## config.mk

```make
export PLATFORM = sky130hd
export DESIGN_NAME = obpl_divider
export DESIGN_NICKNAME = d
export VERILOG_FILES = /design/src/hw/rtl/order_book_price_levels_assert.svh /design/src/hw/rtl/obpl_pkg.sv /design/src/hw/rtl/obpl_divider.sv
export SDC_FILE = /design/constraint.sdc
export NUM_CORES = 1
export LEC_CHECK = 0
export ABC_AREA = 1
export BUFFER_PORTS_ARGS = -buffer_cell sky130_fd_sc_hd__buf_2
export CAP_MARGIN = 30
export CORE_ASPECT_RATIO = 0.5
export CORE_MARGIN = 2
export CORE_UTILIZATION = 45
export CTS_CLUSTER_SIZE = 30
export DETAILED_ROUTE_END_ITERATION = 6
export MAX_ROUTING_LAYER = met4
export PLACE_DENSITY = 0.73
export SETUP_SLACK_MARGIN = 0.4
export SYNTH_ARGS = -nofsm -noshare
export SYNTH_HDL_FRONTEND = slang
export SYNTH_SLANG_ARGS = --single-unit
```

## constraint.sdc

```tcl
create_clock -name clk -period 4.85 [get_ports clk]
set_clock_uncertainty 0.05 [all_clocks]
set_input_delay 0.97 -clock clk [delete_from_list [all_inputs] [get_ports clk]]
set_output_delay 0.97 -clock clk [all_outputs]
set_load 0.05 [all_outputs]
```

## src/hw/rtl/order_book_price_levels_assert.svh

```systemverilog
// assertion macros for the order book price levels block
`ifndef ORDER_BOOK_PRICE_LEVELS_ASSERT_SVH
`define ORDER_BOOK_PRICE_LEVELS_ASSERT_SVH

`define OBPL_ASSERT_IMPL(lbl, ante, cons, msg) \
	lbl: assert property (@(posedge clk) disable iff (!arst_n) (ante) |-> (cons)) \
		else $error(msg);

`define OBPL_ASSERT_NEXT(lbl, ante, cons, msg) \
	lbl: assert property (@(posedge clk) disable iff (!arst_n) (ante) |=> (cons)) \
		else $error(msg);

`endif

```

## src/hw/rtl/obpl_pkg.sv

```systemverilog
package obpl_pkg;
	localparam int MaxLevels = 64;
	localparam int IdxW = $clog2(MaxLevels);
	localparam int CntW = $clog2(MaxLevels + 1);

	localparam logic [1:0] REQ_UPDATE = 2'd0;
	localparam logic [1:0] REQ_CLEAR  = 2'd1;
	localparam logic [1:0] REQ_VOLUME = 2'd2;
	localparam logic [1:0] REQ_VWAP   = 2'd3;

	localparam logic [1:0] ST_OK   = 2'd0;
	localparam logic [1:0] ST_FULL = 2'd1;
	localparam logic [1:0] ST_THIN = 2'd2;

	localparam logic [37:0] VolMax = '1;

	typedef struct packed {
		logic [31:0] price;
		logic [31:0] size;
		logic [15:0] orders;
	} level_t;

	// request to the divider
	typedef struct packed {
		logic        start;
		logic [63:0] num;
		logic [31:0] den;
	} div_req_t;

	typedef struct packed {
		logic        done;
		logic [63:0] quo;
	} div_rsp_t;
endpackage

```

## src/hw/rtl/obpl_divider.sv

```systemverilog
module obpl_divider import obpl_pkg::*; (
	input  logic     clk,
	input  logic     arst_n,
	input  div_req_t req,
	output div_rsp_t rsp
);
	logic [63:0] quo_q;
	logic [32:0] rem_q;
	logic [31:0] den_q;
	logic [6:0]  cnt_q;
	logic        busy_q;
	logic        done_q;
	logic [32:0] trial;

	assign trial = {rem_q[31:0], quo_q[63]} - {1'b0, den_q};
	assign rsp   = '{done: done_q, quo: quo_q};

	// restoring division, one quotient bit a cycle
	always_ff @(posedge clk or negedge arst_n) begin
		if (!arst_n) begin
			busy_q <= 1'b0;
			cnt_q  <= '0;
			done_q <= 1'b0;
		end else begin
			done_q <= 1'b0;
			if (req.start) begin
				busy_q <= 1'b1;
				cnt_q  <= 7'd64;
				quo_q  <= req.num;
				rem_q  <= '0;
				den_q  <= req.den;
			end else if (busy_q) begin
				if (!rem_q[32] && (rem_q[31] || !trial[32])) begin
					rem_q <= {1'b0, trial[31:0]};
					quo_q <= {quo_q[62:0], 1'b1};
				end else begin
					rem_q <= {rem_q[31:0], quo_q[63]};
					quo_q <= {quo_q[62:0], 1'b0};
				end
				cnt_q <= cnt_q - 7'd1;
				if (cnt_q == 7'd1) begin
					busy_q <= 1'b0;
					done_q <= 1'b1;
				end
			end
		end
	end
endmodule

```

==> results of run 1 <==
layer usage:
metal | global-route usage (%) | part of all wire [%]
met5 | - | 0
met4 | 5.98 | 1.2
met3 | 6.96 | 7.1
met2 | 36.9 | 43
met1 | 32.3 | 48
flip-flops by register name, summed over array words and instances (netlist names):
| register | cells |
|---|---|
| quo_q | 64 |
| rem_q | 33 |
| den_q | 32 |
| cnt_q | 7 |
| busy_q | 1 |
| done_q | 1 |
metrics by stage:
stage,power [W],util (%),instances
3_5_place_dp,0.00298,52.1,1555
6_report,0.00428,55.3,1589
4_1_cts,0.00431,55.2,1587
2_1_floorplan,0.00263,-,1151
5_1_grt,0.00455,55.3,1588
3_3_place_gp,0.00294,52.0,1554
path summary, 6_finish.rpt:
check / start / to / slack (ps)
max: quo_q[63]$_DFFE_PP_ / rem_q[26]$_SDFFCE_PP0P_ / 2000
min: arst_n / done_q$_DFF_PN0_ / 440
max reg2reg: quo_q[63]$_DFFE_PP_ / rem_q[26]$_SDFFCE_PP0P_ / 2000
min reg2reg: cnt_q[3]$_DFFE_PN0N_ / cnt_q[3]$_DFFE_PN0N_ / 480
max in group asynchronous: arst_n / cnt_q[4]$_DFFE_PN0N_ / 3980
min in group clk: cnt_q[3]$_DFFE_PN0N_ / cnt_q[3]$_DFFE_PN0N_ / 480
cell type report:
type / count / area, um^2
clock inverters: 15 / 161
inverters: 206 / 778
fillers: 1820 / 8300
diodes: 2 / 5.00
clock buffers: 17 / 425
flip-flops and latches: 138 / 4100
well taps: 259 / 324
repair buffers: 170 / 881
multi-input cells: 782 / 3590
report_power, final:
| group | leakage (nW) | internal (W) | total (W) | switching [W] |
|---|---|---|---|---|
| clock network | 0.286 | 0.000766 | 0.00132 | 0.000555 |
| logic | 3.80 | 0.000428 | 0.00138 | 0.000950 |
| registers | 1.38 | 0.00149 | 0.00158 | 0.0000932 |
| total | 5.47 | 0.00268 | 0.00428 | 0.00160 |
cell usage in the layout, fill, tap and decap left out, types with 2 or more instances in the layout:
cell | netlist | final
o21ai_0 | 13 | 13
xor2_1 | 2 | 2
nand4_1 | 11 | 11
inv_6 | 1 | 7
nand3_1 | 71 | 71
nor2_1 | 51 | 50
buf_2 | 1 | 163
clkinv_1 | 1 | 3
clkbuf_16 | 0 | 17
nand2_2 | 6 | 6
xnor2_1 | 12 | 12
inv_1 | 202 | 201
diode_2 | 0 | 2
buf_4 | 2 | 6
ha_1 | 34 | 34
and2_1 | 4 | 4
bufinv_16 | 0 | 2
nand2_1 | 528 | 528
inv_2 | 2 | 3
clkinv_4 | 0 | 2
edfxtp_1 | 129 | 129
dfrtp_1 | 9 | 9
nand3b_1 | 3 | 3
a21oi_1 | 32 | 32
nor2_4 | 1 | 2
nor3_1 | 5 | 5
cell families (layout without fill, tap and decap cells):
logic type	after synthesis	count (layout)	synth area share [%]
AOI/OAI and AO/OA	49	49	2.93
xor gates and xnor gates	14	14	1.43
adders and majority gates	35	35	5.18
buffers and inverters	231	408	10.6
DFF	138	138	47.7
other	0	2	0
and+or+nand+nor	684	684	32.2
==> summary.md, run 1 <==
| Metric | Value |
|---|---|
| CP max FO | 34 |
| Die width | 199 um |
| Worst setup SP type | flip-flop |
| Initial antenna violation count | 1 |
| Max Clock Freq | 0.351 GHz |
| Starting Density | 46.3% |
| Actual slew at the worst max-slew pin | 948 ps |
| Core ar. | 18600 um^2 |
| Clock Sinks | 138 |
| Clk slew on worst S/H paths | 70 ps |
| RSZ-0062 raised after global routing | false |
| Layout net count | 1449 |
| Global-route wire length before repair | 36.4 mm |
| Worst skew pair latency | 440 ps |
| Post-DP HPWL | 17.0 mm |
| Crit path depth | 17 |
| Commonest cells post-synth | nand2_1, inv_1, edfxtp_1 |
| Gate Count Post-Synth | 1151 |
| CTS tree | done |
| #FFs+latches synth | 138 |
| Synth top area cells | edfxtp_1, nand2_1, inv_1, ha_1, nand3_1 |
| Sequential area share after synthesis | 47.7% |
| Gpl congestion | 0.947 |
| Final instance area | 10300 um^2 |
| Vias in the first global route | 7318 |
| Cell family with most CP delay | simple AND/OR/NAND/NOR gates |
| Layout area overhead | 19.5% |
| Leak Pwr | 5.47 nW |
| EDFF count, synth | 129 |
| Final hold slack | 438 ps |
| Residual DRC | 0 |
| Main flop type after synthesis | edfxtp_1 |
| Post-CTS Setup Inserts | 0 |
| Site row count | 35 |
| Net Count, Synth | 1285 |
| Max-slew violations | 0 |
| CTS Root Cell | clkbuf_16 |
| Share of cells above drive strength 1 | 16.2% |
| Gr usage total | 24.3% |
| Fin crit share | 58.7% |
| Max-cap violations | 0 |
| Post-DR vias/cell | 4.82 |
| Largest net degree at the start of global routing | 65 |
| DP Area | 9670 um^2 |
| Netlist cell types | 33 |
| DRT Pass-1 Iters | 5 |
| IO Pins | 164 |
| Crit path buffers/inverters | 3 |
| Hold Fails Final Rpt | 0 |
| Crit path required time | 5000 ps |
| Die Ht | 102 um |
| Slowest-stage cell, CP | fa_1 |
| Die area | 20300 um^2 |
| H-tree levels | 4 |
| Synthesized cell area | 8590 um^2 |
| # hold bufs at CTS | 0 |
| VDD IR max | 0.290 mV |
| Reg2reg path depth | 17 |
| Worst hold path type | input port to asynchronous set/reset pin |
| Share of synthesized flip-flops with an asynchronous set or reset | 6.52% |
| WP data arrival | 2990 ps |
| Tmin final | 2850 ps |
| Clock Path Buffers | 2 |
| Post-Syn Area per Cell | 7.46 um^2 |
| CP peak stage delay | 410 ps |
| Final setup margin | 2000 ps |
| Max_slew headroom | 36.7% |
| Pwr dens | 417 nW/um^2 |
| DRT antenna net count | 0 |
| CTS resizes | 0 |
| Critical Path, Cell by Cell | inv_1 > ha_1 > fa_1 > inv_1 > nand2_1 > nand2_1 > nand3_1 > nand2_2 > nand2_2 > nand2_2 > nand2_2 > nand2_4 > nand2_8 > inv_6 > nand3_1 > nand2_1 > nand2_1 |
| Avg WL per Cell | 14.3 um |
| Fin Setup TNS | 0 ps |
| Vias | 7652 |
| Synth warnings | 0 |
| Worst Setup End Kind | flip-flop |
| Setup CP Type | flip-flop to flip-flop |
| Most frequent cell after synthesis | nand2_1 |
| Initial drt markers | 504 |
| Outcome | finished clean |
| Post-Route WL | 22.7 mm |
| # port buffers | 163 |
| Pre-CTS setup slack | 1880 ps |
| Setup-failing EPs final | 0 |
| CTS Buf Count | 17 |
| Share of the synthesized area in the top cell type | 45.1% |
| Synth area leader | edfxtp_1 |
| Gr ovfl total | 0 |
Power figures use the tool's default switching activity.
==> inputs of run 2 (changes only) <==
--- a/config.mk
+++ b/config.mk
@@ -14,7 +14,7 @@
 export CTS_CLUSTER_SIZE = 30
 export DETAILED_ROUTE_END_ITERATION = 6
 export MAX_ROUTING_LAYER = met4
-export PLACE_DENSITY = 0.73
+export PLACE_DENSITY = 0.76
 export SETUP_SLACK_MARGIN = 0.4
 export SYNTH_ARGS = -nofsm -noshare
 export SYNTH_HDL_FRONTEND = slang
==> constraint.sdc (replaced) <==
create_clock -name clk -period 2.6 [get_ports clk]
set_clock_uncertainty 0.05 [all_clocks]
set_input_delay 0.52 -clock clk [delete_from_list [all_inputs] [get_ports clk]]
set_output_delay 0.52 -clock clk [all_outputs]
set_load 0.05 [all_outputs]
==> run 2 against run 1 <==
Effect of this change: setup slack worse by 1900 ps; non-clock buffer count is 23 higher; worst hold slack worse by 360 ps; sequential share of layout area shrank 2.3 points; utilization increased by 3.3 points; cell area grew 6.0%; fmax is 16% higher; highest routed layer unchanged; die area did not move; global-route usage shrank 0.13 points.
==> summary.md, run 2 (synthesized netlist as in run 1, its figures left out) <==
| Metric | Value |
|---|---|
| Actual slew at the worst max-slew pin | 600 ps (was 948 ps) |
| Gr usage total | 24.2% (was 24.3%) |
| Tmin final | 2450 ps (was 2850 ps) |
| Worst setup SP type | flip-flop (unchanged) |
| Setup-failing EPs final | 0 (unchanged) |
| Post-DP HPWL | 16.8 mm (was 17.0 mm) |
| Share of cells above drive strength 1 | 21.0% (was 16.2%) |
| Fillers | 1693 (was 1820) |
| Capture point of the critical path | rem_q[29]$_SDFFCE_PP0P_ (was rem_q[26]$_SDFFCE_PP0P_) |
| Max-slew violations | 0 (unchanged) |
| Clock Path Buffers | 2 (unchanged) |
| Avg WL per Cell | 14.6 um (was 14.3 um) |
| Gr ovfl total | 0 (unchanged) |
| Max-cap violations | 0 (unchanged) |
| Die area | 20300 um^2 (unchanged) |
| Setup CP Type | flip-flop to flip-flop (unchanged) |
| Core ar. | 18600 um^2 (unchanged) |
| Site row count | 35 (unchanged) |
| IO Pins | 164 (unchanged) |
| Global-route wire length before repair | 36.7 mm (was 36.4 mm) |
| Vias | 7789 (was 7652) |
| Gpl congestion | 1.01 (was 0.947) |
| Crit path required time | 2730 ps (was 5000 ps) |
| Worst Setup End Kind | flip-flop (unchanged) |
| DRT Pass-1 Iters | 7 (was 5) |
| RSZ-0062 raised after global routing | true (was false) |
| VDD IR max | 0.501 mV (was 0.290 mV) |
| Fin crit share | 94.3% (was 58.7%) |
| Residual DRC | 0 (unchanged) |
| Layout net count | 1475 (was 1449) |
| Hold Fails Final Rpt | 0 (unchanged) |
| Initial drt markers | 533 (was 504) |
| Largest regs | quo_q (64), rem_q (33), den_q (32) (unchanged) |
| Worst skew pair latency | 430 ps (was 440 ps) |
| Critical Path Start | den_q[0]$_DFFE_PP_ (was quo_q[63]$_DFFE_PP_) |
| CTS tree | done (unchanged) |
| RR Startpoint | den_q[0]$_DFFE_PP_ (was quo_q[63]$_DFFE_PP_) |
| CTS Buf Count | 17 (unchanged) |
| Die Ht | 102 um (unchanged) |
| Initial antenna violation count | 1 (unchanged) |
| Most common cell after layout, fill and taps aside | nand2_1 (unchanged) |
| Clock Sinks | 138 (unchanged) |
| Leak Pwr | 5.66 nW (was 5.47 nW) |
| Outcome | finished clean (unchanged) |
| Post-DR vias/cell | 4.83 (was 4.82) |
| CTS Root Cell | clkbuf_16 (unchanged) |
| DP Area | 9770 um^2 (was 9670 um^2) |
| Pwr dens | 791 nW/um^2 (was 417 nW/um^2) |
| R2r setup slk | 150 ps (was 2000 ps) |
| H-tree levels | 4 (unchanged) |
| Reg2reg path depth | 16 (was 17) |
| Most frequent cells in the layout | nand2_1, inv_1, buf_2 (unchanged) |
| # port buffers | 163 (unchanged) |
| Max Clock Freq | 0.408 GHz (was 0.351 GHz) |
| Vias in the first global route | 7455 (was 7318) |
| Final instance area | 10900 um^2 (was 10300 um^2) |
| Layout area overhead | 26.7% (was 19.5%) |
| CP max FO | 7 (was 34) |
| Max reg flops | 64 (unchanged) |
| Util after Layout | 58.6% (was 55.3%) |
| Clk slew on worst S/H paths | 70 ps (about the same) |
| RR Endpoint | rem_q[29]$_SDFFCE_PP0P_ (was rem_q[26]$_SDFFCE_PP0P_) |
| Starting Density | 46.3% (unchanged) |
| # hold bufs at CTS | 0 (unchanged) |
| Largest net degree at the start of global routing | 51 (was 65) |
| Die width | 199 um (unchanged) |
| Max_slew headroom | 60.0% (was 36.7%) |
| Worst hold path type | input port to asynchronous set/reset pin (unchanged) |
| DRT antenna net count | 0 (unchanged) |
| Post-Route WL | 23.5 mm (was 22.7 mm) |
| Largest Register | quo_q (unchanged) |
| WP data arrival | 2580 ps (was 2990 ps) |
## run 2: worst max-delay path, cell delays in order (launching register included)
cell and delay (ps):
edfxtp_1 420, ha_4 190, fa_2 380, inv_2 70, nand2_2 50, nand2_2 70, nand3_2 80, nand2_4 90
nand2_2 50, nand2_2 70, nand2_2 70, nand2_4 90, nand2_8 150, inv_6 140, nand3_1 90, nand2_1 70
nand2_1 40
## run 2: through the flow
stage	total power [W]	setup TNS [ps]	hold slack, ps	setup WS [ps]	std cells
floorplan	0.00492	-237	174	-22.2	1151
global route	0.00908	0	114	36.3	1614
detailed placement	0.00557	0	460	26.6	1564
global placement	0.00551	0	451	95.5	1564
CTS	0.00846	0	87.8	193	1604
finish	0.00861	0	80.3	149	1614
## run 2: repair_timing
action                     CTS  global route
setup endpoints to repair   33            33
pin swaps                    2            10
gates resized for setup     30            23
gates cloned                 2             2
buffers inserted             6             7
## run 2: area by class of cell
type | instances | area, um^2 | area share (%)
Timing Repair Buffer | 193 | 1100 | 10.1
Clock inverter | 15 | 211 | 1.94
Antenna cell | 1 | 2.50 | 0.0230
Clock buffer | 17 | 425 | 3.91
Tap cell | 259 | 324 | 2.98
Multi-Input combinational cell | 782 | 3900 | 35.9
Sequential cell | 138 | 4100 | 37.7
Inverter | 206 | 792 | 7.28
Timing Repair inverter | 3 | 28.8 | 0.264
## run 2: worst min-delay path by stage
stage / start / endpoint / slack (ps) / cells past startpoint
after detailed placement: cnt_q[6]$_DFFE_PN0N_ / cnt_q[6]$_DFFE_PN0N_ / 460 / 2
after CTS: arst_n / cnt_q[0]$_DFFE_PN0N_ / 90 / 2
after floorplan: arst_n / busy_q$_DFF_PN0_ / 170 / 0
after global placement: cnt_q[3]$_DFFE_PN0N_ / cnt_q[3]$_DFFE_PN0N_ / 450 / 1
after global routing: arst_n / cnt_q[0]$_DFFE_PN0N_ / 110 / 2
final: arst_n / cnt_q[0]$_DFFE_PN0N_ / 80 / 2
## run 2: power breakdown
group / leakage (nW) / switching [W] / internal, W
clock: 0.312 / 0.00106 / 0.00163
sequential: 1.38 / 0.000193 / 0.00278
combinational: 3.96 / 0.00191 / 0.00103
total: 5.66 / 0.00317 / 0.00544
## run 2: per-layer routing
metal | global-route usage [%] | vias up | routed length, um
met5 | - | - | 0
met4 | 6.72 | 0 | 340
met3 | 5.03 | 26 | 1570
met2 | 38.6 | 253 | 10800
met1 | 31.5 | 3555 | 10800
li1 | - | 3955 | -
==> inputs of run 3 (changes only) <==
--- a/config.mk
+++ b/config.mk
@@ -14,7 +14,7 @@
 export CTS_CLUSTER_SIZE = 30
 export DETAILED_ROUTE_END_ITERATION = 6
 export MAX_ROUTING_LAYER = met4
-export PLACE_DENSITY = 0.76
+export PLACE_DENSITY = 0.7
 export SETUP_SLACK_MARGIN = 0.4
 export SYNTH_ARGS = -nofsm -noshare
 export SYNTH_HDL_FRONTEND = slang
==> run 3 against run 2 <==
Effect of this change: routed wire length rose by 5.9%; via count is 1.4% higher; utilization up 2.1 points; largest cell class is now multi-input combinational cells; sequential share of layout area shrank 1.3 points; register-to-register slack worse by 30 ps; setup slack worse by 33 ps; non-clock buffer count increased by 12; die area unchanged; critical path depth up 1; critical path type unchanged; global-route usage up 1.9 points; flip-flop and latch count did not move; combinational power is 14% higher.
==> summary.md, run 3 (synthesized netlist as in run 1, its figures left out) <==
| Metric | Value |
|---|---|
| Fin Setup TNS | 0 ps (unchanged) |
| Max reg flops | 64 (unchanged) |
| Core ar. | 18600 um^2 (unchanged) |
| Largest Register | quo_q (unchanged) |
| IO Pins | 164 (unchanged) |
| Starting Density | 46.3% (unchanged) |
| Largest net degree at the start of global routing | 66 (was 51) |
| CP max FO | 7 (unchanged) |
| CTS Root Cell | clkbuf_16 (unchanged) |
| Setup CP Type | flip-flop to flip-flop (unchanged) |
| Actual slew at the worst max-slew pin | 618 ps (was 600 ps) |
| Max Clock Freq | 0.402 GHz (was 0.408 GHz) |
| Die area | 20300 um^2 (unchanged) |
| Fin crit share | 95.6% (was 94.3%) |
| GRT met1 Usage | 34.1% (was 31.5%) |
| Max_slew headroom | 58.8% (was 60.0%) |
| Util after Layout | 60.7% (was 58.6%) |
| H-tree levels | 4 (unchanged) |
| Cell Count Post-Placement | 1562 (was 1564) |
| Site row count | 35 (unchanged) |
| CTS tree | done (unchanged) |
| Max-cap violations | 0 (unchanged) |
| RR Endpoint | rem_q[17]$_SDFFCE_PP0P_ (was rem_q[29]$_SDFFCE_PP0P_) |
| Hold Fails Final Rpt | 0 (unchanged) |
| Initial antenna violation count | 3 (was 1) |
| # port buffers | 163 (unchanged) |
| Reg2reg path depth | 17 (was 16) |
| CTS Buf Count | 17 (unchanged) |
| Residual DRC | 0 (unchanged) |
| Hold Startpoint | req[7] |
| Post-DP HPWL | 16.8 mm (about the same) |
| Tmin final | 2480 ps (was 2450 ps) |
| R2r setup slk | 120 ps (was 150 ps) |
| Worst setup SP type | flip-flop (unchanged) |
| M2 GR Usage | 39.3% (was 38.6%) |
| Gpl congestion | 0.947 (was 1.01) |
| Worst Setup End Kind | flip-flop (unchanged) |
| Layout net count | 1487 (was 1475) |
| Die width | 199 um (unchanged) |
| Vias | 7896 (was 7789) |
| Most common cell after layout, fill and taps aside | nand2_1 (unchanged) |
| Pwr Total | 0.00878 W (was 0.00861 W) |
| Die Ht | 102 um (unchanged) |
| Max-slew violations | 0 (unchanged) |
| Crit path required time | 2850 ps (was 2730 ps) |
| Most frequent cells in the layout | nand2_1, inv_1, buf_2 (unchanged) |
| Worst hold path type | input port to flip-flop (was input port to asynchronous set/reset pin) |
| DRT antenna net count | 0 (unchanged) |
| Global-route wire length before repair | 38.7 mm (was 36.7 mm) |
| RSZ-0062 raised after global routing | true (unchanged) |
| Pwr dens | 779 nW/um^2 (was 791 nW/um^2) |
| Outcome | finished clean (unchanged) |
| Vias in the first global route | 7588 (was 7455) |
| Gr ovfl total | 0 (unchanged) |
| Largest regs | quo_q (64), rem_q (33), den_q (32) (unchanged) |
| Clock Path Buffers | 2 (unchanged) |
| Clock Sinks | 138 (unchanged) |
| Clk slew on worst S/H paths | 70 ps (about the same) |
| Layout area overhead | 31.3% (was 26.7%) |
| M3 GR Usage | 6.13% (was 5.03%) |
| Final std cells w/o fill | 1628 (was 1614) |
| Leak Pwr | 5.79 nW (was 5.66 nW) |
| WP data arrival | 2740 ps (was 2580 ps) |
| Share of cells above drive strength 1 | 24.6% (was 21.0%) |
| Post-Route WL | 24.9 mm (was 23.5 mm) |
| Post-DR vias/cell | 4.85 (was 4.83) |
| Setup-failing EPs final | 0 (unchanged) |
| Avg WL per Cell | 15.3 um (was 14.6 um) |
| Worst skew pair latency | 440 ps (was 430 ps) |
| Gr usage total | 26.1% (was 24.2%) |
| DRT Pass-1 Iters | 5 (was 7) |
| VDD IR max | 0.474 mV (was 0.501 mV) |
| Global route hottest layer | met2 (unchanged) |
| RR Startpoint | den_q[0]$_DFFE_PP_ (unchanged) |
| Hold Path Cell Cnt | 1 |
| Initial drt markers | 567 (was 533) |
| Hold EP | den_q[7]$_DFFE_PP_ |
==> run 3: changes by cell type in the layout (fill, tap and decap cells not counted), sizes merged <==
| cell | change |
|---|---|
| buf | +10 |
| bufbuf | +1 |
| bufinv | -2 |
| clkbuf | +1 |
| clkinv | +5 |
| clkinvlp | +2 |
| diode | +2 |
| dlygate4sd3 | +1 |
| inv | -6 |
==> run 3: final cells by class <==
| cell class | count | area (um^2) |
|---|---|---|
| fillers | 1667 | 7290 |
| repair buffers | 205 | 1310 |
| flip-flops and latches | 138 | 4100 |
| diodes | 3 | 7.51 |
| repair inverters | 3 | 48.8 |
| inverters | 206 | 792 |
| well taps | 259 | 324 |
| clock inverters | 14 | 146 |
| multi-input cells | 782 | 4120 |
| clock buffers | 18 | 429 |
==> run 3: per-layer routing <==
metal	share of wire, %	wire length, um
met3	7.8	1930
met2	45	11100
met5	0	0
met4	2.0	495
met1	46	11400
==> run 3: power by group <==
group | leakage [nW] | internal (W) | switching [W]
clock network | 0.278 | 0.00141 | 0.00104
registers | 1.38 | 0.00278 | 0.000196
logic | 4.13 | 0.00126 | 0.00209
total | 5.79 | 0.00545 | 0.00333
==> run 3: worst max-delay path by stage <==
| stage | startpoint | to | slack, ps | cells past startpoint |
|---|---|---|---|---|
| 2_1_floorplan | quo_q[63]$_DFFE_PP_ | rem_q[29]$_SDFFCE_PP0P_ | -20 | 18 |
| 3_3_place_gp | rem_q[25]$_SDFFCE_PP0P_ | rem_q[25]$_SDFFCE_PP0P_ | 80 | 12 |
| 3_5_place_dp | quo_q[63]$_DFFE_PP_ | rem_q[25]$_SDFFCE_PP0P_ | 80 | 17 |
| 4_1_cts | den_q[0]$_DFFE_PP_ | rem_q[13]$_SDFFCE_PP0P_ | 200 | 17 |
| 5_1_grt | den_q[0]$_DFFE_PP_ | rem_q[20]$_SDFFCE_PP0P_ | 10 | 17 |
| 6_report | den_q[0]$_DFFE_PP_ | rem_q[17]$_SDFFCE_PP0P_ | 120 | 17 |
==> run 3: repair_timing <==
item / in CTS / in global routing
resized for setup: 67 / 45
pin swaps: 13 / 22
gates cloned: 6 / 1
setup buffers: 15 / 8
endpoints found under the setup margin: 33 / 33
endpoints found under the hold margin: 8 / 0
hold buffers: 1 / 0
==> run 3: through the flow <==
stage | cell area [um^2] | hold WS, ps | setup WS [ps]
global route | 11300 | 186 | 13.0
global placement | 9760 | 350 | 83.8
detailed placement | 9760 | 355 | 78.4
CTS | 11000 | 187 | 198
finish | 11300 | 203 | 115
floorplan | 8660 | 174 | -22.2
==> run 3: critical path, cell delays in order (launching register included) <==
cell	delay, ps
edfxtp_1	420
ha_4	190
fa_2	350
inv_2	70
nand2_2	50
nand2_2	70
nand3_2	70
nand2_2	110
nand2_2	60
nand2_2	70
nand2_2	60
nand2_4	120
nand2_8	100
buf_12	160
buf_16	150
nand2_4	60
nand3_2	70
nand2_1	100
